==> src/sv/bdr_pkg.sv <==
// ----------------------------------------------------------------------------
// Buck duty regulator package
// Shared widths, register indexes, reset values, scaling constants and types.
// ----------------------------------------------------------------------------
package bdr_pkg;

  localparam int WINDOW_SIZE     = 8;
  localparam int SLOT_W          = 3;
  localparam int SAMPLE_BITS_DEF = 12;

  localparam int MV_W      = 12;
  localparam int DUTY_W    = 11;
  localparam int CFG_W     = 12;
  localparam int CFG_IDX_W = 3;
  localparam int ERR_W     = 13;
  localparam int DIFF_W    = 14;

  localparam logic [CFG_IDX_W-1:0] REG_SETPOINT     = 3'd0;
  localparam logic [CFG_IDX_W-1:0] REG_TRIP         = 3'd1;
  localparam logic [CFG_IDX_W-1:0] REG_DUTY_FLOOR   = 3'd2;
  localparam logic [CFG_IDX_W-1:0] REG_DUTY_CEILING = 3'd3;
  localparam logic [CFG_IDX_W-1:0] REG_DUTY_TRIP    = 3'd4;

  localparam logic [MV_W-1:0]   SETPOINT_RST     = 12'd1363;
  localparam logic [MV_W-1:0]   TRIP_RST         = 12'd1454;
  localparam logic [DUTY_W-1:0] DUTY_FLOOR_RST   = 11'd75;
  localparam logic [DUTY_W-1:0] DUTY_CEILING_RST = 11'd400;
  localparam logic [DUTY_W-1:0] DUTY_TRIP_RST    = 11'd100;

  localparam logic [DUTY_W-1:0] DUTY_MAX = 11'd1499;
  localparam logic [MV_W-1:0]   MV_MAX   = 12'd4095;

  // mV = mean * 805 / 1000 = ((mean * 161) >> 3) / 25
  localparam int              MV_SCALE_W   = 8;
  localparam logic [7:0]      MV_SCALE     = 8'd161;
  localparam int              MV_PRE_SHIFT = 3;
  localparam int              MV_DIV       = 25;
  localparam int              MV_DIV_LOG   = 5;

  // |e| / 80 = ((|e| >> 4) * 410) >> 11, exact for |e| < 4096
  localparam int         E_PRE_SHIFT = 4;
  localparam int         E_RCP_W     = 9;
  localparam logic [8:0] E_RECIP     = 9'd410;
  localparam int         E_SHIFT     = 11;

  // |d| / 20 = ((|d| >> 2) * 3277) >> 14, exact for |d| < 8192
  localparam int          D_PRE_SHIFT = 2;
  localparam int          D_RCP_W     = 12;
  localparam logic [11:0] D_RECIP     = 12'd3277;
  localparam int          D_SHIFT     = 14;

  typedef struct packed {
    logic [MV_W-1:0]   setpoint_mv;
    logic [MV_W-1:0]   trip_mv;
    logic [DUTY_W-1:0] duty_floor;
    logic [DUTY_W-1:0] duty_ceiling;
    logic [DUTY_W-1:0] duty_trip;
  } cfg_t;

  typedef struct packed {
    logic              valid;
    logic [DUTY_W-1:0] duty;
    logic              below_setpoint;
    logic [MV_W-1:0]   measured_mv;
  } res_t;

endpackage

==> src/sv/bdr_trim.sv <==
// ----------------------------------------------------------------------------
// Sample window and trimmed sum
// Ring of samples plus one shared compare unit that scans the window four
// times (two largest, two smallest) and leaves the sum of the middle four.
// ----------------------------------------------------------------------------
module bdr_trim #(
  parameter int SAMPLE_BITS = bdr_pkg::SAMPLE_BITS_DEF
) (
  input  logic                   clk,
  input  logic                   rst_n,
  input  logic                   store_en,
  input  logic [SAMPLE_BITS-1:0] store_sample,
  input  logic                   start,
  output logic                   done,
  output logic [SAMPLE_BITS+1:0] mid_sum
);
  import bdr_pkg::*;

  localparam int TOT_W = SAMPLE_BITS + SLOT_W;
  localparam logic [1:0] PH_MAX1 = 2'd0;
  localparam logic [1:0] PH_MAX2 = 2'd1;
  localparam logic [1:0] PH_MIN1 = 2'd2;
  localparam logic [1:0] PH_MIN2 = 2'd3;
  localparam logic [SLOT_W-1:0] LAST_SLOT = SLOT_W'(WINDOW_SIZE - 1);

  logic [SAMPLE_BITS-1:0] win_r [WINDOW_SIZE];
  logic [SLOT_W-1:0]      slot_r;
  logic                   busy_r;
  logic                   done_r;
  logic [1:0]             phase_r;
  logic [SLOT_W-1:0]      idx_r;
  logic                   have_r;
  logic [SAMPLE_BITS-1:0] best_r;
  logic [SLOT_W-1:0]      bidx_r;
  logic [SLOT_W-1:0]      ex_max_r;
  logic [SLOT_W-1:0]      ex_min_r;
  logic [TOT_W-1:0]       total_r;

  logic [SAMPLE_BITS-1:0] cur;
  logic                   find_max;
  logic                   excl;
  logic [SAMPLE_BITS-1:0] cmp_a;
  logic [SAMPLE_BITS-1:0] cmp_b;
  logic                   better;
  logic                   take;
  logic [SAMPLE_BITS-1:0] best_nxt;
  logic [SLOT_W-1:0]      bidx_nxt;
  logic [TOT_W-1:0]       total_nxt;

  always_ff @(posedge clk) begin
    if (!rst_n) begin
      for (int i = 0; i < WINDOW_SIZE; i++) begin
        win_r[i] <= '0;
      end
      slot_r <= '0;
    end else if (store_en) begin
      win_r[slot_r] <= store_sample;
      slot_r        <= slot_r + SLOT_W'(1);
    end
  end

  always_comb begin
    cur      = win_r[idx_r];
    find_max = (phase_r == PH_MAX1) || (phase_r == PH_MAX2);
    excl     = ((phase_r == PH_MAX2) && (idx_r == ex_max_r)) ||
               ((phase_r == PH_MIN2) && (idx_r == ex_min_r));
    cmp_a    = find_max ? cur : best_r;
    cmp_b    = find_max ? best_r : cur;
    better   = cmp_a > cmp_b;
    take     = !excl && (!have_r || better);
    best_nxt = take ? cur : best_r;
    bidx_nxt = take ? idx_r : bidx_r;
    total_nxt = (phase_r == PH_MAX1) ? total_r + TOT_W'(cur) : total_r;
  end

  always_ff @(posedge clk) begin
    if (!rst_n) begin
      busy_r  <= 1'b0;
      done_r  <= 1'b0;
      phase_r <= PH_MAX1;
      idx_r   <= '0;
      have_r  <= 1'b0;
    end else begin
      done_r <= 1'b0;
      if (start) begin
        busy_r  <= 1'b1;
        phase_r <= PH_MAX1;
        idx_r   <= '0;
        have_r  <= 1'b0;
      end else if (busy_r) begin
        idx_r <= idx_r + SLOT_W'(1);
        if (idx_r == LAST_SLOT) begin
          phase_r <= phase_r + 2'd1;
          have_r  <= 1'b0;
          if (phase_r == PH_MIN2) begin
            busy_r <= 1'b0;
            done_r <= 1'b1;
          end
        end else begin
          have_r <= have_r | take;
        end
      end
    end
  end

  always_ff @(posedge clk) begin
    if (start) begin
      total_r <= '0;
    end else if (busy_r) begin
      if (idx_r == LAST_SLOT) begin
        total_r <= total_nxt - TOT_W'(best_nxt);
        if (phase_r == PH_MAX1) begin
          ex_max_r <= bidx_nxt;
        end
        if (phase_r == PH_MIN1) begin
          ex_min_r <= bidx_nxt;
        end
      end else begin
        total_r <= total_nxt;
        best_r  <= best_nxt;
        bidx_r  <= bidx_nxt;
      end
    end
  end

  assign done    = done_r;
  assign mid_sum = total_r[SAMPLE_BITS+1:0];

`ifndef SYNTHESIS
  assert property (@(posedge clk) disable iff (!rst_n) done_r |-> $past(busy_r))
    else $error("trim done without a scan");
  assert property (@(posedge clk) disable iff (!rst_n) !busy_r |-> (idx_r == '0))
    else $error("scan index not parked at zero");
  assert property (@(posedge clk) disable iff (!rst_n) start |-> !busy_r)
    else $error("scan restarted while busy");
`endif

endmodule

==> src/sv/bdr_law.sv <==
// ----------------------------------------------------------------------------
// Scaling and duty control law
// Sequencer that scales the trimmed sum to mV, forms the error terms and
// steps the duty, with each of its four multiplies in a state of its own.
// ----------------------------------------------------------------------------
module bdr_law #(
  parameter int SAMPLE_BITS = bdr_pkg::SAMPLE_BITS_DEF
) (
  input  logic                   clk,
  input  logic                   rst_n,
  input  logic                   start,
  input  logic [SAMPLE_BITS+1:0] mid_sum,
  input  bdr_pkg::cfg_t          cfg,
  input  logic                   out_free,
  output bdr_pkg::res_t          res
);
  import bdr_pkg::*;

  localparam int SUM_W     = SAMPLE_BITS + 2;
  localparam int X_W       = SAMPLE_BITS + MV_SCALE_W;
  localparam int Y_W       = X_W - MV_PRE_SHIFT;
  localparam int RCP_SHIFT = Y_W + MV_DIV_LOG;
  localparam int RCP_W     = RCP_SHIFT - MV_DIV_LOG + 1;
  localparam longint RCP_VAL = ((longint'(1) << RCP_SHIFT) + MV_DIV - 1) / MV_DIV;
  localparam logic [RCP_W-1:0] RCP = RCP_W'(RCP_VAL);
  localparam int P_W  = Y_W + RCP_W;
  localparam int QX_W = (SAMPLE_BITS > MV_W) ? SAMPLE_BITS : MV_W;
  localparam int E_HI_W = ERR_W - 1 - E_PRE_SHIFT;
  localparam int E_P_W  = E_HI_W + E_RCP_W;
  localparam int QE_W   = E_P_W - E_SHIFT;
  localparam int D_HI_W = DIFF_W - 1 - D_PRE_SHIFT;
  localparam int D_P_W  = D_HI_W + D_RCP_W;
  localparam int QD_W   = D_P_W - D_SHIFT;
  localparam int C_W    = 14;

  localparam logic [2:0] ST_IDLE  = 3'd0;
  localparam logic [2:0] ST_SCALE = 3'd1;
  localparam logic [2:0] ST_RECIP = 3'd2;
  localparam logic [2:0] ST_ERR   = 3'd3;
  localparam logic [2:0] ST_QE    = 3'd4;
  localparam logic [2:0] ST_QD    = 3'd5;
  localparam logic [2:0] ST_DUTY  = 3'd6;

  logic [2:0]               state_r;
  logic [DUTY_W-1:0]        duty_now_r;
  logic signed [ERR_W-1:0]  last_err_r;
  logic [SUM_W-1:0]         sum_r;
  logic [X_W-1:0]           x_r;
  logic [P_W-1:0]           p_r;
  logic [MV_W-1:0]          mv_r;
  logic signed [ERR_W-1:0]  err_r;
  logic signed [DIFF_W-1:0] diff_r;
  logic                     below_r;
  logic                     trip_r;
  logic [QE_W-1:0]          qe_r;
  logic [QD_W-1:0]          qd_r;
  logic                     res_valid_r;
  logic [DUTY_W-1:0]        res_duty_r;
  logic                     res_below_r;
  logic [MV_W-1:0]          res_mv_r;

  logic [SAMPLE_BITS-1:0]   mean;
  logic [Y_W-1:0]           y;
  logic [SAMPLE_BITS-1:0]   q;
  logic [QX_W-1:0]          q_wide;
  logic [MV_W-1:0]          mv_sat;
  logic signed [ERR_W-1:0]  mv_s;
  logic signed [ERR_W-1:0]  sp_s;
  logic signed [ERR_W-1:0]  err_nxt;
  logic signed [DIFF_W-1:0] err_ext;
  logic signed [DIFF_W-1:0] last_ext;
  logic signed [DIFF_W-1:0] diff_nxt;
  logic                     below_nxt;
  logic [ERR_W-1:0]         e_mag;
  logic [E_P_W-1:0]         e_prod;
  logic [DIFF_W-1:0]        d_mag;
  logic [D_P_W-1:0]         d_prod;
  logic signed [C_W-1:0]    duty_s;
  logic signed [C_W-1:0]    qe_s;
  logic signed [C_W-1:0]    qd_s;
  logic signed [C_W-1:0]    c_raw;
  logic signed [C_W-1:0]    floor_s;
  logic signed [C_W-1:0]    ceil_s;
  logic signed [C_W-1:0]    trip_s;
  logic signed [C_W-1:0]    dmax_s;
  logic signed [C_W-1:0]    c_lim;
  logic signed [C_W-1:0]    c_sat;

  always_comb begin
    mean      = sum_r[SUM_W-1:2];
    y         = x_r[X_W-1:MV_PRE_SHIFT];
    q         = p_r[RCP_SHIFT +: SAMPLE_BITS];
    q_wide    = QX_W'(q);
    mv_sat    = (q_wide > QX_W'(MV_MAX)) ? MV_MAX : q_wide[MV_W-1:0];
    mv_s      = {1'b0, mv_sat};
    sp_s      = {1'b0, cfg.setpoint_mv};
    err_nxt   = mv_s - sp_s;
    err_ext   = DIFF_W'(err_nxt);
    last_ext  = DIFF_W'(last_err_r);
    diff_nxt  = err_ext - last_ext;
    below_nxt = mv_sat <= cfg.setpoint_mv;

    e_mag  = err_r[ERR_W-1] ? -err_r : err_r;
    e_prod = E_P_W'(e_mag[ERR_W-2:E_PRE_SHIFT]) * E_P_W'(E_RECIP);
    d_mag  = diff_r[DIFF_W-1] ? -diff_r : diff_r;
    d_prod = D_P_W'(d_mag[DIFF_W-2:D_PRE_SHIFT]) * D_P_W'(D_RECIP);

    duty_s  = {{(C_W-DUTY_W){1'b0}}, duty_now_r};
    qe_s    = err_r[ERR_W-1] ? -C_W'(qe_r) : C_W'(qe_r);
    qd_s    = diff_r[DIFF_W-1] ? -C_W'(qd_r) : C_W'(qd_r);
    c_raw   = duty_s - qe_s + (below_r ? -qd_s : qd_s);
    floor_s = {{(C_W-DUTY_W){1'b0}}, cfg.duty_floor};
    ceil_s  = {{(C_W-DUTY_W){1'b0}}, cfg.duty_ceiling};
    trip_s  = {{(C_W-DUTY_W){1'b0}}, cfg.duty_trip};
    dmax_s  = {{(C_W-DUTY_W){1'b0}}, DUTY_MAX};
    if (trip_r) begin
      c_lim = trip_s;
    end else if (!below_r) begin
      c_lim = (c_raw < floor_s) ? floor_s : c_raw;
    end else begin
      c_lim = (c_raw > ceil_s) ? ceil_s : c_raw;
    end
    if (c_lim < 0) begin
      c_sat = '0;
    end else if (c_lim > dmax_s) begin
      c_sat = dmax_s;
    end else begin
      c_sat = c_lim;
    end
  end

  always_ff @(posedge clk) begin
    if (!rst_n) begin
      state_r     <= ST_IDLE;
      duty_now_r  <= '0;
      last_err_r  <= '0;
      res_valid_r <= 1'b0;
    end else begin
      res_valid_r <= 1'b0;
      case (state_r)
        ST_IDLE: begin
          if (start) begin
            state_r <= ST_SCALE;
          end
        end
        ST_SCALE: state_r <= ST_RECIP;
        ST_RECIP: state_r <= ST_ERR;
        ST_ERR:   state_r <= ST_QE;
        ST_QE:    state_r <= ST_QD;
        ST_QD:    state_r <= ST_DUTY;
        ST_DUTY: begin
          if (out_free) begin
            duty_now_r  <= c_sat[DUTY_W-1:0];
            last_err_r  <= err_r;
            res_valid_r <= 1'b1;
            state_r     <= ST_IDLE;
          end
        end
        default: state_r <= ST_IDLE;
      endcase
    end
  end

  always_ff @(posedge clk) begin
    if (start && (state_r == ST_IDLE)) begin
      sum_r <= mid_sum;
    end
    if (state_r == ST_SCALE) begin
      x_r <= X_W'(mean) * X_W'(MV_SCALE);
    end
    if (state_r == ST_RECIP) begin
      p_r <= P_W'(y) * P_W'(RCP);
    end
    if (state_r == ST_ERR) begin
      mv_r    <= mv_sat;
      err_r   <= err_nxt;
      diff_r  <= diff_nxt;
      below_r <= below_nxt;
      trip_r  <= !below_nxt && (mv_sat > cfg.trip_mv);
    end
    if (state_r == ST_QE) begin
      qe_r <= e_prod[E_P_W-1:E_SHIFT];
    end
    if (state_r == ST_QD) begin
      qd_r <= d_prod[D_P_W-1:D_SHIFT];
    end
    if ((state_r == ST_DUTY) && out_free) begin
      res_duty_r  <= c_sat[DUTY_W-1:0];
      res_below_r <= below_r;
      res_mv_r    <= mv_r;
    end
  end

  assign res.valid          = res_valid_r;
  assign res.duty           = res_duty_r;
  assign res.below_setpoint = res_below_r;
  assign res.measured_mv    = res_mv_r;

`ifndef SYNTHESIS
  assert property (@(posedge clk) disable iff (!rst_n) duty_now_r <= DUTY_MAX)
    else $error("duty state out of range");
  assert property (@(posedge clk) disable iff (!rst_n) start |-> (state_r == ST_IDLE))
    else $error("control update started while busy");
  assert property (@(posedge clk) disable iff (!rst_n)
    res_valid_r |-> (res_below_r == (res_mv_r <= $past(cfg.setpoint_mv, 2))) ||
                    $past(state_r) != ST_DUTY)
    else $error("indicator disagrees with measured voltage");
`endif

endmodule

==> src/sv/buck_duty_regulator_trimmed_mean_top.sv <==
// ----------------------------------------------------------------------------
// Buck duty regulator with trimmed-mean sense filter
// A store word (action 0) writes one sample into the 8-entry ring and gives no
// result. A control tick (action 1) runs four scans of the window through one
// shared compare unit (two largest, two smallest), then scaling, error terms
// and duty update, and then moves the result word into the output register.
// The duty update holds while a previous result word still sits stalled in the
// output register. in_stall stays high while a tick is in flight; the next word
// is accepted once the result sits in the output register, even if the
// downstream side is still stalling it.
// ----------------------------------------------------------------------------
module buck_duty_regulator_trimmed_mean_top #(
  parameter int SAMPLE_BITS = bdr_pkg::SAMPLE_BITS_DEF
) (
  input  logic                          clk,
  input  logic                          rst_n,
  input  logic                          in_valid,
  output logic                          in_stall,
  input  logic                          in_action,
  input  logic [SAMPLE_BITS-1:0]        in_sample,
  output logic                          out_valid,
  input  logic                          out_stall,
  output logic [bdr_pkg::DUTY_W-1:0]    out_duty,
  output logic                          out_below_setpoint,
  output logic [bdr_pkg::MV_W-1:0]      out_measured_mv,
  input  logic                          cfg_we,
  input  logic [bdr_pkg::CFG_IDX_W-1:0] cfg_index,
  input  logic [bdr_pkg::CFG_W-1:0]     cfg_data
);
  import bdr_pkg::*;

  cfg_t                   cfg_r;
  logic                   busy_r;
  logic                   out_valid_r;
  logic [DUTY_W-1:0]      out_duty_r;
  logic                   out_below_r;
  logic [MV_W-1:0]        out_mv_r;

  logic                   in_accept;
  logic                   tick_start;
  logic                   store_en;
  logic                   trim_done;
  logic [SAMPLE_BITS+1:0] mid_sum;
  logic                   out_free;
  res_t                   res;

  assign in_accept  = in_valid && !busy_r;
  assign tick_start = in_accept && in_action;
  assign store_en   = in_accept && !in_action;
  assign out_free   = !out_valid_r || !out_stall;

  always_ff @(posedge clk) begin
    if (!rst_n) begin
      cfg_r.setpoint_mv  <= SETPOINT_RST;
      cfg_r.trip_mv      <= TRIP_RST;
      cfg_r.duty_floor   <= DUTY_FLOOR_RST;
      cfg_r.duty_ceiling <= DUTY_CEILING_RST;
      cfg_r.duty_trip    <= DUTY_TRIP_RST;
    end else if (cfg_we) begin
      case (cfg_index)
        REG_SETPOINT:     cfg_r.setpoint_mv  <= cfg_data[MV_W-1:0];
        REG_TRIP:         cfg_r.trip_mv      <= cfg_data[MV_W-1:0];
        REG_DUTY_FLOOR:   cfg_r.duty_floor   <= cfg_data[DUTY_W-1:0];
        REG_DUTY_CEILING: cfg_r.duty_ceiling <= cfg_data[DUTY_W-1:0];
        REG_DUTY_TRIP:    cfg_r.duty_trip    <= cfg_data[DUTY_W-1:0];
        default: ;
      endcase
    end
  end

  always_ff @(posedge clk) begin
    if (!rst_n) begin
      busy_r      <= 1'b0;
      out_valid_r <= 1'b0;
    end else begin
      if (tick_start) begin
        busy_r <= 1'b1;
      end else if (res.valid) begin
        busy_r <= 1'b0;
      end
      if (res.valid) begin
        out_valid_r <= 1'b1;
      end else if (!out_stall) begin
        out_valid_r <= 1'b0;
      end
    end
  end

  always_ff @(posedge clk) begin
    if (res.valid) begin
      out_duty_r  <= res.duty;
      out_below_r <= res.below_setpoint;
      out_mv_r    <= res.measured_mv;
    end
  end

  bdr_trim #(
    .SAMPLE_BITS (SAMPLE_BITS)
  ) u_trim (
    .clk          (clk),
    .rst_n        (rst_n),
    .store_en     (store_en),
    .store_sample (in_sample),
    .start        (tick_start),
    .done         (trim_done),
    .mid_sum      (mid_sum)
  );

  bdr_law #(
    .SAMPLE_BITS (SAMPLE_BITS)
  ) u_law (
    .clk      (clk),
    .rst_n    (rst_n),
    .start    (trim_done),
    .mid_sum  (mid_sum),
    .cfg      (cfg_r),
    .out_free (out_free),
    .res      (res)
  );

  assign in_stall           = busy_r;
  assign out_valid          = out_valid_r;
  assign out_duty           = out_duty_r;
  assign out_below_setpoint = out_below_r;
  assign out_measured_mv    = out_mv_r;

`ifndef SYNTHESIS
  assert property (@(posedge clk) disable iff (!rst_n)
    (in_valid && !in_stall && in_action) |=> in_stall)
    else $error("tick accepted without blocking the input");
  assert property (@(posedge clk) disable iff (!rst_n) res.valid |-> busy_r)
    else $error("result word without a tick in flight");
  assert property (@(posedge clk) disable iff (!rst_n) out_valid |-> (out_duty <= DUTY_MAX))
    else $error("duty word out of range");
`endif

endmodule
==> config.mk <==
export PLATFORM = sky130hd
export DESIGN_NAME = buck_duty_regulator_trimmed_mean_top
export DESIGN_NICKNAME = d
export VERILOG_FILES = /design/src/sv/bdr_pkg.sv /design/src/sv/bdr_trim.sv /design/src/sv/bdr_law.sv /design/src/sv/buck_duty_regulator_trimmed_mean_top.sv
export SDC_FILE = /design/constraint.sdc
export NUM_CORES = 1
export LEC_CHECK = 0
export BUFFER_PORTS_ARGS = -buffer_cell sky130_fd_sc_hd__buf_4
export CORE_MARGIN = 1
export CORE_UTILIZATION = 40
export CTS_CLUSTER_DIAMETER = 80
export DETAILED_ROUTE_END_ITERATION = 10
export GPL_ROUTABILITY_DRIVEN = 0
export PLACE_DENSITY = 0.61
export SYNTH_ARGS = -nofsm -noshare
export SYNTH_HDL_FRONTEND = slang
export SYNTH_SLANG_ARGS = --single-unit
==> constraint.sdc <==
create_clock -name clk -period 7.4 [get_ports clk]
set_input_delay 1.48 -clock clk [delete_from_list [all_inputs] [get_ports clk]]
set_output_delay 1.48 -clock clk [all_outputs]
set_load 0.05 [all_outputs]
== Word-level counts from Yosys, hierarchy flattened ==
Memory sizes are Yosys's and may differ from the RTL's. A register that Yosys moved wholly into a read port is not among the register bits.
Index checks and enable logic that the tools add are counted.

* RAM bits: 96
* Bits in registers: 306
* Memories: 1
* Output and inout bits: 26
* Input bits: 33

{| class="wikitable"
|+ Memory list
! name !! words !! bits a word !! rd ports !! clocked after memory_dff !! write ports !! line !! RTL
|-
| u_trim.win_r || 8 || 12 || 1 || 1 || 8 || bdr_trim.sv:26 || <nowiki>logic [SAMPLE_BITS-1:0] win_r [WINDOW_SIZE];</nowiki>
|}

* Magnitude comparators: 8
* Bitwise logic cells: 5
* Equality and inequality tests: 19
* Add/sub/neg operators: 14
* $mul: 4
* Reduce and logical (&&, ||, !) cells: 39
* Muxes and demuxes: 41

{| class="wikitable"
|+ Operators with widths
! kind !! count
|-
| $mux 14 || 7
|-
| $mux 12 || 6
|-
| $mul 17x18->34 const B || 1
|-
| $mux 15 || 2
|-
| $gt 12x12->1 || 2
|-
| $mul 11x12->23 const B || 1
|-
| $mux 11 || 2
|-
| $pmux 3 s7 || 1
|-
| $mul 12x8->20 const B || 1
|-
| $mux 3 || 6
|-
| $reduce_and 2->1 || 9
|-
| $mul 8x8->16 const B || 1
|-
| $mux 1 || 16
|-
| $add 15x12->15 || 1
|-
| $eq 3x3->1 const B || 5
|-
| $sub 15x12->15 || 1
|-
| $add 14x14->14 || 1
|-
| $gt 14x12->1 || 1
|-
| $gt 14x12->1 const B || 1
|-
| $lt 14x1->1 const B || 1
|-
| $lt 14x12->1 || 1
|-
| $neg 14->14 || 1
|-
| $neg 6->14 || 1
|-
| $neg 9->14 || 1
|-
| 30 further kinds || 60
|}

== Depth between registers and ports, before layout ==
Gate-level depths: netlist of the first run.

* Word-level depth: 12
* Mapped depth: 32
* Mapped depth without buffers: 31

== Hierarchy ==
A second synthesis of the first run with hierarchy kept.

* Cells, all modules: 2821
* Area total of the unflattened synthesis: 29812.3 um^2

{| class="wikitable"
|+ By module, submodules not included
! module !! cells each !! area an instance (um^2) !! times used
|-
| bdr_law || 1840 || 18380.1 || 1
|-
| bdr_trim || 733 || 8391.8 || 1
|-
| buck_duty_regulator_trimmed_mean_top || 248 || 3040.4 || 1
|}

== Worst setup path after synthesis of the first run ==
Ideal clock, no wire load.

* Kind: register -> register
* Start: register u_law.diff_r[3]
* End: register u_law.qd_r[8] (data pin)
* Setup time: 0.260 ns
* Path slack: 0.739 ns
* Required time: 7.140 ns
* Path buffers: 0
* Clock period less this slack: 6.661 ns
* Stages on the path, launching flop included: 21
* Arrival: 6.401 ns
* Cell sequence: edfxtp_1 > or4_1 > nor4_1 > nand2b_1 > o31ai_1 > nand2_1 > xor2_1 > ha_1 > fa_1 > fa_1 > fa_1 > fa_1 > ha_1 > and4_1 > a221oi_1 > o21ai_0 > a21oi_1 > o21ai_0 > o41ai_1 > o21bai_1 > xnor2_1

* Cells in the longest elaborated chain, start to end: 3

{| class="wikitable"
|+ RTL lines
! element !! line !! RTL
|-
| start, declared || bdr_law.sv:52 || <nowiki>logic signed [DIFF_W-1:0] diff_r;</nowiki>
|-
| start signal, assigned || bdr_law.sv:177 || <nowiki>diff_r <= diff_nxt;</nowiki>
|-
| $neg 13->13 || bdr_law.sv:105 || <nowiki>d_mag = diff_r[DIFF_W-1] ? -diff_r : diff_r;</nowiki>
|-
| $mux 13 (*) || bdr_law.sv:105 ||
|-
| $mul 11x12->23 (*) || bdr_law.sv:106 || <nowiki>d_prod = D_P_W'(d_mag[DIFF_W-2:D_PRE_SHIFT]) * D_P_W'(D_RECIP);</nowiki>
|-
| named net u_law.d_prod[22] || bdr_law.sv:77 || <nowiki>logic [D_P_W-1:0] d_prod;</nowiki>
|-
| end signal, assigned || bdr_law.sv:185 || <nowiki>qd_r <= d_prod[D_P_W-1:D_SHIFT];</nowiki>
|-
| end, declared || bdr_law.sv:56 || <nowiki>logic [QD_W-1:0] qd_r;</nowiki>
|}

Mark *: on every way through the listed nets, which the timed path passes. The rest lies on a longest branch.
A chain may end at the register's enable or synchronous reset.

== Final worst setup path of the first run ==
* Start: register u_law.qd_r[0]
* End: register u_law.res_duty_r[2] (data pin)

* Cells in the longest elaborated chain, start to end: 12
* Elaborated cells between the ends (all ways): 15
* Those cells by class: 3 x add/sub; 4 x order compare; 8 x mux

{| class="wikitable"
|+ RTL lines
! element !! line !! RTL
|-
| $neg 9->14 || bdr_law.sv:110 || <nowiki>qd_s = diff_r[DIFF_W-1] ? -C_W'(qd_r) : C_W'(qd_r);</nowiki>
|-
| $mux 14 (*) || bdr_law.sv:110 ||
|-
| $neg 14->14 || bdr_law.sv:111 || <nowiki>c_raw = duty_s - qe_s + (below_r ? -qd_s : qd_s);</nowiki>
|-
| $mux 14 (*) || bdr_law.sv:111 ||
|-
| $add 14x14->14 (*) || bdr_law.sv:111 ||
|-
| $lt 14x12->1 or $gt 14x12->1 (tied branches) || bdr_law.sv:119, bdr_law.sv:121 ||
|-
| $mux 14 (on tied branches) || bdr_law.sv:119, bdr_law.sv:121 ||
|-
| $mux 14 (*) || bdr_law.sv:118 || <nowiki>end else if (!below_r) begin</nowiki>
|-
| $mux 14 (*) || bdr_law.sv:116 || <nowiki>if (trip_r) begin</nowiki>
|-
| $gt 14x12->1 || bdr_law.sv:125 || <nowiki>end else if (c_lim > dmax_s) begin</nowiki>
|-
| $mux 11 || bdr_law.sv:125 ||
|-
| $mux 11 (*) || bdr_law.sv:123 || <nowiki>if (c_lim < 0) begin</nowiki>
|-
| named net u_law.c_sat[2] || bdr_law.sv:87 || <nowiki>logic signed [C_W-1:0] c_sat;</nowiki>
|-
| end signal, assigned || bdr_law.sv:188 || <nowiki>res_duty_r <= c_sat[DUTY_W-1:0];</nowiki>
|-
| end, declared || bdr_law.sv:58 || <nowiki>logic [DUTY_W-1:0] res_duty_r;</nowiki>
|}

Marked as above.

==> flow_metrics.tcl, run 1 <==
set metrics [dict create \
    slew_violations 0 \
    synth_edf_count 262 \
    grt_pass1_vias 20000 \
    cp_max_fo 8 \
    dp_hpwl_mm 51.9 \
    syn_to_final_growth_pct 11.5 \
    wl_per_cell_um 17.2 \
    maxSlewHeadroom_pct 23.6 \
    grt_max_degree 59 \
    rows 98 \
    crit_buf_inv 3 \
    tritoncts "done" \
    final_cell_mix "ha_1 (419), inv_1 (418), edfxtp_1 (262), nand2_1 (215), fa_1 (170)" \
    chipHeight_um 272 \
    initial_core_util_pct 40.6 \
    stdcell_count 3803 \
    ys_types 83 \
    regArea_um2 10200 \
    clk_latency_ns 0.61 \
    final_common_cell "ha_1" \
    stdcell_area_um2 32500 \
    drt-pass1-iter-count 5 \
    critPathKind "reg2reg" \
    grt_pass1_wl_mm 105 \
    multiInputGateArea_um2 17200 \
    startpoint_type "register" \
    totalWireLength_mm 65.4 \
    fillers 6624 \
    cp.arrival_ns 7.47 \
    track_usage_pct 17.8 \
    hold_viol_final 0 \
    vias_per_cell 5.13 \
    end_kind "register" \
    status "complete, no violations" \
    crit_required_ns 7.73 \
    cp_top_family "compound AO/OA/AOI/OAI gates" \
    avgSynthCellArea_um2 10.6 \
    cts.sinks 377 \
    globalRouteOverflowTotal 0 \
    netlist_area_um2 29100 \
    maxCapViolCount 0 \
    dieArea_um2 73900 \
    syn_inst 2754 \
    nNetsFinal 3439 \
    tightest_slew_ns 1.14 \
    coreArea_um2 71700 \
    hold_path_class "reg2reg" \
    layout_worst_path_cycle_share_pct 96.5 \
    p_leak_nw 14.5 \
    drive_gt1_share_pct 9.65 \
    drtAntennaViolNets 0 \
    clockBufferDepth 3 \
    placed_area_um2 30700 \
    ys.flop_type "edfxtp_1" \
    drt_iter0_drc 1111 \
    async_reset_ff_share_pct 0 \
    fin_crit_ns 7.14 \
    p_per_area_nw_per_um2 168 \
    ctsHtreeMaxLevel 2 \
    die_x_um 272 \
    ir_drop_v 0.000158 \
    worst_path_most_repeated_cell "o21ai_1" \
    io_pins 59 \
    antenna_found_initial 2 \
    cp_slowest_cell "or4b_2" \
    clk_pin_slew_ns 0.06 \
    total_power_mw 5.47 \
    fmax_mhz 140 \
    yosysSeqAreaShare_pct 34.9 \
    cts-root-buf "clkbuf_16" \
    fin_skew_ns 0.0556 \
    num_vias 19500 \
    remaining_drc_errors 0 \
    synth_fp_nets 3379 \
    yosys_warnings 0 \
    synth-seq-cells 377 \
    numCtsBuffers 45 \
    max_stage_delay_ns 0.62 \
    setup_violations 0 \
    post-place-cells 3711 \
    port_buffers 58 \
]
synth_stat cells (all sizes together) (5+ instances only):
cell | n | area [µm²]
buf | 13 | 72.6
nand4 | 18 | 113
nand2 | 215 | 807
or2 | 14 | 87.6
o41ai | 7 | 80.1
a21boi | 14 | 105
xnor2 | 97 | 850
fa | 170 | 3400
a2111oi | 6 | 52.6
xor2 | 30 | 263
nor4 | 7 | 43.8
o31ai | 11 | 82.6
and3 | 8 | 50.1
nor2b | 21 | 131
nor3 | 18 | 90.1
nand2b | 32 | 200
mux4 | 24 | 541
nor2 | 124 | 465
inv | 419 | 1570
o21ai | 78 | 405
clkbuf | 70 | 264
mux2 | 40 | 450
edfxtp | 262 | 7870
mux2i | 45 | 450
and4 | 5 | 43.8
a211oi | 15 | 118
o211ai | 24 | 180
o21bai | 16 | 120
ha | 422 | 5280
a21oi | 151 | 759
o21a | 13 | 97.6
or3 | 6 | 42.5
and2 | 103 | 644
dfxtp | 115 | 2300
nand3 | 27 | 135
a21o | 47 | 353
what timing repair did:
item / CTS / global route
hold buffers: 0 / 0
resized for setup: 2 / 24
endpoints found under the setup margin: 7 / 26
gates cloned: 0 / 0
buffers inserted: 0 / 6
pin swaps: 0 / 2
metrics by stage:
stage	worst slack, ns	utilization [%]	setup TNS [ns]	hold WS (ns)
final	0.260	45.3	0	0.419
after global routing	-0.0200	45.3	-0.0241	0.428
after CTS	0.00422	45.0	0	0.421
after detailed placement	-0.0160	42.8	-0.0252	0.408
after global placement	0.193	42.8	0	0.409
after floorplan	0.739	-	0	0.400
metal layers:
layer  track usage, %  vias to the layer above  wire length [µm]  part of all wire, %
met1             23.7                     9493             29700                   45
li1                 -                     9550                 -                    -
met4             4.15                        4              1390                  2.1
met2             30.4                      367             31000                   47
met3             2.93                       98              3210                  4.9
met5                0                        -                31                0.047
cell type report:
class,count,share of cell area [%]
repair buffers,96,2.27
diodes,2,0.0154
multi-input cells,1874,52.9
inverters,420,4.85
clock inverters,27,1.19
well taps,950,3.66
flip-flops and latches,377,31.3
clock buffers,57,3.80
state kept, by name (all words and copies together), names as in the netlist, 6 cells and up, named ones only:
register	count
u_law.err_r	13
u_trim.best_r	12
u_law.x_r	17
out_duty	11
u_law.p_r	12
u_law.duty_now_r	11
out_measured_mv	12
u_law.sum_r	12
u_law.res_duty_r	11
u_trim.win_r	96
u_law.qd_r	9
u_trim.total_r	14
u_law.res_mv_r	12
u_law.diff_r	14
cfg_r	57
u_law.last_err_r	13
u_law.mv_r	12
u_law.qe_r	6
path summary, 6_finish.rpt:
kind	from	end	slack [ns]	cells past startpoint
worst max register to register	u_law.qd_r[0]$_DFFE_PN_	u_law.res_duty_r[2]$_DFFE_PP_	0.26	27
worst max-delay path	u_law.qd_r[0]$_DFFE_PN_	u_law.res_duty_r[2]$_DFFE_PP_	0.26	27
worst min register to register	u_law.res_mv_r[9]$_DFFE_PP_	out_measured_mv[9]$_DFFE_PP_	0.42	0
worst min-delay path	u_law.res_mv_r[9]$_DFFE_PP_	out_measured_mv[9]$_DFFE_PP_	0.42	0
logic make-up (layout without fill, tap and decap cells):
kind of cell / Yosys count / in the layout / share of synthesized area [%]
and+or+nand+nor: 615 / 615 / 10.3
adders and majority gates: 592 / 592 / 29.8
buffers and inverters: 503 / 600 / 6.57
AOI/OAI and AO/OA: 430 / 430 / 9.60
DFF: 377 / 377 / 34.9
xor gates and xnor gates: 128 / 128 / 3.90
muxes: 109 / 109 / 4.95
other: 0 / 2 / 0
power by group:
group	switching [mW]	internal (mW)	leakage, nW	total [mW]
registers	0.0411	2.31	3.43	2.35
clock network	0.925	1.47	0.787	2.40
logic	0.404	0.324	10.3	0.728
total	1.37	4.10	14.5	5.47
Note: power is estimated with default switching activity, not from simulation.
==> run 2, diff against run 1 <==
- CELL_PAD_IN_SITES_DETAIL_PLACEMENT: not set -> 0
- CELL_PAD_IN_SITES_GLOBAL_PLACEMENT: not set -> 1
- PLACE_DENSITY: 0.61 -> 0.71
==> flow_metrics.tcl, run 2 (synthesized netlist as in run 1, its figures left out) <==
set metrics [dict create \
    ctsHtreeMaxLevel 2 \
    antenna_found_initial 0 \
    hold_viol_final 0 \
    fin_crit_ns 6.99 \
    grt_max_degree 54 \
    maxSlewHeadroom_pct 26.5 \
    layout_worst_path_cycle_share_pct 94.4 \
    totalWireLength_mm 65.0 \
    wl_per_cell_um 17.1 \
    drt-pass1-iter-count 5 \
    globalRouteOverflowTotal 0 \
    crit_required_ns 7.74 \
    reg_top3 "u_trim.win_r (96), cfg_r (57), u_law.x_r (17)" \
    final_cell_mix "ha_1 (420), inv_1 (417), edfxtp_1 (262), nand2_1 (215), fa_1 (170)" \
    coreArea_um2 71700 \
    maxCapViolCount 0 \
    ir_drop_v 0.000176 \
    clk_latency_ns 0.61 \
    io_pins 59 \
    fillers 6683 \
    num_vias 19200 \
    setup_violations 0 \
    drtAntennaViolNets 0 \
    critPathKind "reg2reg" \
    final_common_cell "ha_1" \
    remaining_drc_errors 0 \
    initial_core_util_pct 40.6 \
    grtUsageMet2_pct 30.5 \
    end_kind "register" \
    nNetsFinal 3437 \
    grt_pass1_wl_mm 106 \
    drive_gt1_share_pct 9.38 \
    slew_violations 0 \
    tritoncts "done" \
    rsz0062_at_grt "yes" \
    dieArea_um2 73900 \
    track_usage_pct 18.0 \
    cp.arrival_ns 7.33 \
    p_per_area_nw_per_um2 161 \
    clockBufferDepth 3 \
    regMostFlops "u_trim.win_r" \
    p_leak_nw 14.4 \
    die_x_um 272 \
    placed_area_um2 30700 \
    fmax_mhz 143 \
    tightest_slew_ns 1.10 \
    cp_max_fo 12 \
    clk_pin_slew_ns 0.06 \
    met1_usage_pct 24.1 \
    dp_hpwl_mm 51.7 \
    chipHeight_um 272 \
    port_buffers 58 \
    syn_to_final_growth_pct 10.5 \
    startpoint_type "register" \
    largest_reg_flops 96 \
    cts-root-buf "clkbuf_16" \
    drt_iter0_drc 868 \
    fin_skew_ns 0.0364 \
    cts.sinks 377 \
    numCtsBuffers 42 \
    post-place-cells 3712 \
    status "complete, no violations" \
    top_usage_layer "met2" \
    rows 98 \
    vias_per_cell 5.06 \
    grt_pass1_vias 20000 \
    stdcell_count 3796 \
    grtUsageMet3_pct 2.04 \
    stdcell_area_um2 32200 \
    diodes 0 \
    hold_path_class "reg2reg" \
]
## run 2: cell types whose count changed in the layout (fill, tap and decap cells not counted), sizes merged
cell | previous run | this run
buf | 94 | 97
bufinv | 8 | 3
clkbuf | 59 | 58
clkinv | 18 | 14
clkinvlp | 0 | 3
diode | 2 | 0
inv | 421 | 420
## run 2: through the flow
step           total power [mW]  hold WS, ns  setup TNS, ns  worst slack, ns  utilization, %
5_1_grt                    5.41        0.421         -0.907           -0.129            44.9
3_5_place_dp               3.11        0.405              0           0.0245            42.8
6_report                   5.18        0.408              0            0.415            44.9
2_1_floorplan              2.93        0.400              0            0.739               -
3_3_place_gp               3.09        0.403              0            0.203            42.8
4_1_cts                    5.24        0.406              0          0.00239            44.7
## run 2: final cells by class
cell class / instances / area, µm² / share of cell area, %
multi-input cells: 1874 / 17100 / 53.2
clock inverters: 20 / 254 / 0.789
well taps: 950 / 1190 / 3.69
inverters: 420 / 1580 / 4.90
repair buffers: 97 / 738 / 2.29
clock buffers: 58 / 1130 / 3.53
flip-flops and latches: 377 / 10200 / 31.6
## run 2: routing by layer
layer | up-vias | share of wire, %
met4 | 0 | 2.5
li1 | 9548 | -
met5 | - | 0
met3 | 80 | 3.1
met2 | 279 | 48
met1 | 9287 | 47
## run 2: critical path, stage by stage (launching register included)
cell,delay (ns)
edfxtp_1,0.50
or3_4,0.45
and4_1,0.23
o32ai_1,0.42
nand2_1,0.12
xnor2_1,0.16
fa_1,0.49
inv_1,0.04
ha_1,0.35
and3_1,0.21
a22o_1,0.27
o21ai_0,0.16
nand2b_1,0.07
a21oi_1,0.18
xnor2_1,0.27
ha_1,0.34
a21o_1,0.16
a21oi_1,0.13
o21ai_0,0.09
a21oi_1,0.15
nor2_1,0.08
o21ai_2,0.55
mux2_2,0.42
o21ai_1,0.30
o31a_1,0.25
o21ai_4,0.11
o21a_1,0.21
## run 2: power breakdown
part	internal, mW	leakage, nW	switching, mW
Combinational	0.323	10.3	0.403
Sequential	2.31	3.43	0.0429
Clock	1.20	0.667	0.905
Total	3.83	14.4	1.35
## run 2: path summary, 6_finish.rpt
path                      startpoint                            end  slack, ns  depth (start not counted)
min          u_law.mv_r[2]$_DFFE_PP_    u_law.res_mv_r[2]$_DFFE_PP_       0.41                          0
min reg2reg  u_law.mv_r[2]$_DFFE_PP_    u_law.res_mv_r[2]$_DFFE_PP_       0.41                          0
max reg2reg  u_law.qd_r[2]$_DFFE_PN_  u_law.res_duty_r[1]$_DFFE_PP_       0.41                         26
max          u_law.qd_r[2]$_DFFE_PN_  u_law.res_duty_r[1]$_DFFE_PP_       0.41                         26
## run 2: repair_timing
item / 4_1_cts / 5_1_grt
hold buffers: 0 / 0
setup buffers: 0 / 6
resized for setup: 0 / 17
endpoints found under the setup margin: 0 / 26
==> run 3, diff against run 2 <==
- CORE_ASPECT_RATIO: not set -> 0.8
==> flow_metrics.tcl, run 3 (synthesized netlist as in run 1, its figures left out) <==
set metrics [dict create \
    status "complete, no violations" \
    ctsHtreeMaxLevel 2 \
    cts.sinks 377 \
    cts-root-buf "clkbuf_16" \
    maxCapViolCount 0 \
    critPathKind "reg2reg" \
    clk_latency_ns 0.62 \
    clockBufferDepth 3 \
    final_cell_mix "ha_1 (419), inv_1 (418), edfxtp_1 (262), nand2_1 (215), fa_1 (170)" \
    p_comb_share_pct 13.8 \
    num_vias 19400 \
    coreArea_um2 72100 \
    drt-pass1-iter-count 5 \
    dp_hpwl_mm 51.9 \
    fmax_mhz 144 \
    min_path_cells 0 \
    r2r_setup_slack_ns 0.45 \
    fin_skew_ns 0.0806 \
    layout_worst_path_cycle_share_pct 93.9 \
    grt_pass1_wl_mm 106 \
    final_common_cell "ha_1" \
    totalWireLength_mm 65.5 \
    startpoint_type "register" \
    die_x_um 304 \
    end_kind "register" \
    clk_pin_slew_ns 0.06 \
    p_seq_share_pct 44.4 \
    antenna_found_initial 0 \
    tns_ns 0 \
    tritoncts "done" \
    slew_violations 0 \
    route.met3.wl_mm 3.13 \
    vias_per_cell 5.12 \
    nNetsFinal 3437 \
    drive_gt1_share_pct 9.63 \
    hold_end "out_measured_mv[7]$_DFFE_PP_" \
    chipHeight_um 243 \
    switching_share_pct 26.0 \
    tightest_slew_ns 1.02 \
    port_buffers 58 \
    drtAntennaViolNets 0 \
    syn_to_final_growth_pct 10.9 \
    maxUsedRoutingLayer "met4" \
    maxSlewHeadroom_pct 31.7 \
    dieArea_um2 73900 \
    internal_power_mw 3.91 \
    postLayoutCoreUtil_pct 44.8 \
    holdWs_ns 0.414 \
    holdCritStartpoint "u_law.res_mv_r[7]$_DFFE_PP_" \
    fin_crit_ns 6.95 \
    grt_pass1_vias 19700 \
    io_pins 59 \
    setup_violations 0 \
    met1_length_mm 32.9 \
    r2r-start "u_law.qd_r[0]$_DFFE_PN_" \
    track_usage_pct 17.9 \
    r2r-end "u_law.res_duty_r[2]$_DFFE_PP_" \
    rows 88 \
    ir_drop_v 0.000167 \
    largest_reg_flops 96 \
    ctsHoldBuffers 0 \
    diodes 0 \
    hold_path_class "reg2reg" \
    p_per_area_nw_per_um2 164 \
    grt_max_degree 46 \
    p_leak_nw 14.4 \
    hold_viol_final 0 \
    remaining_drc_errors 0 \
    crit_required_ns 7.74 \
    wl_per_cell_um 17.3 \
    clockPowerShare_pct 41.8 \
    numCtsBuffers 44 \
    cp.arrival_ns 7.30 \
    initial_core_util_pct 40.4 \
    drt_iter0_drc 1170 \
    reg_top3 "u_trim.win_r (96), cfg_r (57), u_law.x_r (17)" \
    cp_max_fo 8 \
    regMostFlops "u_trim.win_r" \
    switchingPower_mw 1.37 \
    met2_length_mm 28.3 \
    reg2reg_depth 27 \
    globalRouteOverflowTotal 0 \
]
[run 3: cell types whose count changed in the layout (fill, tap and decap cells not counted), moves of 2 or more]
cell / previous run / this run
buf_12: 1 / 3
buf_4: 95 / 92
xnor2_2: 0 / 2
xnor2_1: 97 / 95
clkbuf_16: 42 / 45
clkinvlp_4: 3 / 5
clkbuf_1: 13 / 7
[run 3: critical path, cell delays in order (launching register included)]
cell and delay [ns]:
edfxtp_1 0.44, inv_1 0.09, ha_2 0.24, or4b_1 0.53, o21ai_1 0.19, xor2_1 0.21
and4b_1 0.27, a21boi_0 0.10, o21ai_1 0.19, o21ai_0 0.13, fa_1 0.50, ha_2 0.30
a21oi_1 0.15, o21ai_1 0.11, o21ba_2 0.26, a21oi_2 0.04, or4b_2 0.61, o311a_1 0.20
a2111oi_2 0.36, ha_2 0.39, buf_12 0.16, mux2i_1 0.12, a21oi_1 0.17, a21oi_1 0.06
a31o_2 0.25, o31a_1 0.27, o21ai_4 0.26, nor3_1 0.07
[run 3: how the worst max path moves through the flow]
stage | cells after the start | slack [ns] | end | start
finish | 27 | 0.45 | u_law.res_duty_r[2]$_DFFE_PP_ | u_law.qd_r[0]$_DFFE_PN_
global placement | 20 | 0.14 | u_law.qd_r[8]$_DFFE_PN_ | u_law.diff_r[3]$_DFFE_PP_
global route | 30 | -0.03 | u_law.res_duty_r[2]$_DFFE_PP_ | u_law.qd_r[1]$_DFFE_PN_
CTS | 20 | 0.02 | u_law.qd_r[8]$_DFFE_PN_ | u_law.diff_r[3]$_DFFE_PP_
detailed placement | 20 | -0.04 | u_law.qd_r[8]$_DFFE_PN_ | u_law.diff_r[3]$_DFFE_PP_
floorplan | 20 | 0.74 | u_law.qd_r[8]$_DFFE_PN_ | u_law.diff_r[3]$_DFFE_PP_
[run 3: area by class of cell]
cell class                 count  area, µm²
tap                          945       1180
sequential                   377      10200
multi-input combinational   1874      17200
clock buffer                  53       1170
fill                        6730      39800
clock inverter                26        322
timing repair buffer          95        751
inverter                     420       1580
[run 3: power groups by stage]
stage          sequential [mW]  combinational [mW]  clock [mW]
3_3_place_gp              2.39               0.701           0
6_report                  2.35               0.730        2.21
4_1_cts                   2.35               0.723        2.27
3_5_place_dp              2.39               0.718           0
5_1_grt                   2.35               0.815        2.36
2_1_floorplan             2.38               0.551           0
[run 3: routing by layer]
layer  global-route usage [%]  vias to the layer above
met4                     4.37                        0
met2                     27.4                      378
met5                        0                        -
met3                     2.67                       67
li1                         -                     9541
met1                     26.6                     9408
[run 3: per-stage QoR]
step	instance area [µm²]	total power, mW	setup slack [ns]	instances
after floorplan	29100	2.93	0.739	2754
after global placement	30700	3.09	0.144	3704
after detailed placement	30700	3.11	-0.0361	3704
after CTS	32200	5.34	0.0219	3783
after global routing	32300	5.52	-0.0305	3790
final	32300	5.28	0.449	3790
[run 3: timing repair]
item / 4_1_cts / 5_1_grt
setup endpoints to repair: 2 / 29
buffers inserted: 0 / 7
gates resized for setup: 2 / 20
pin swaps: 0 / 3
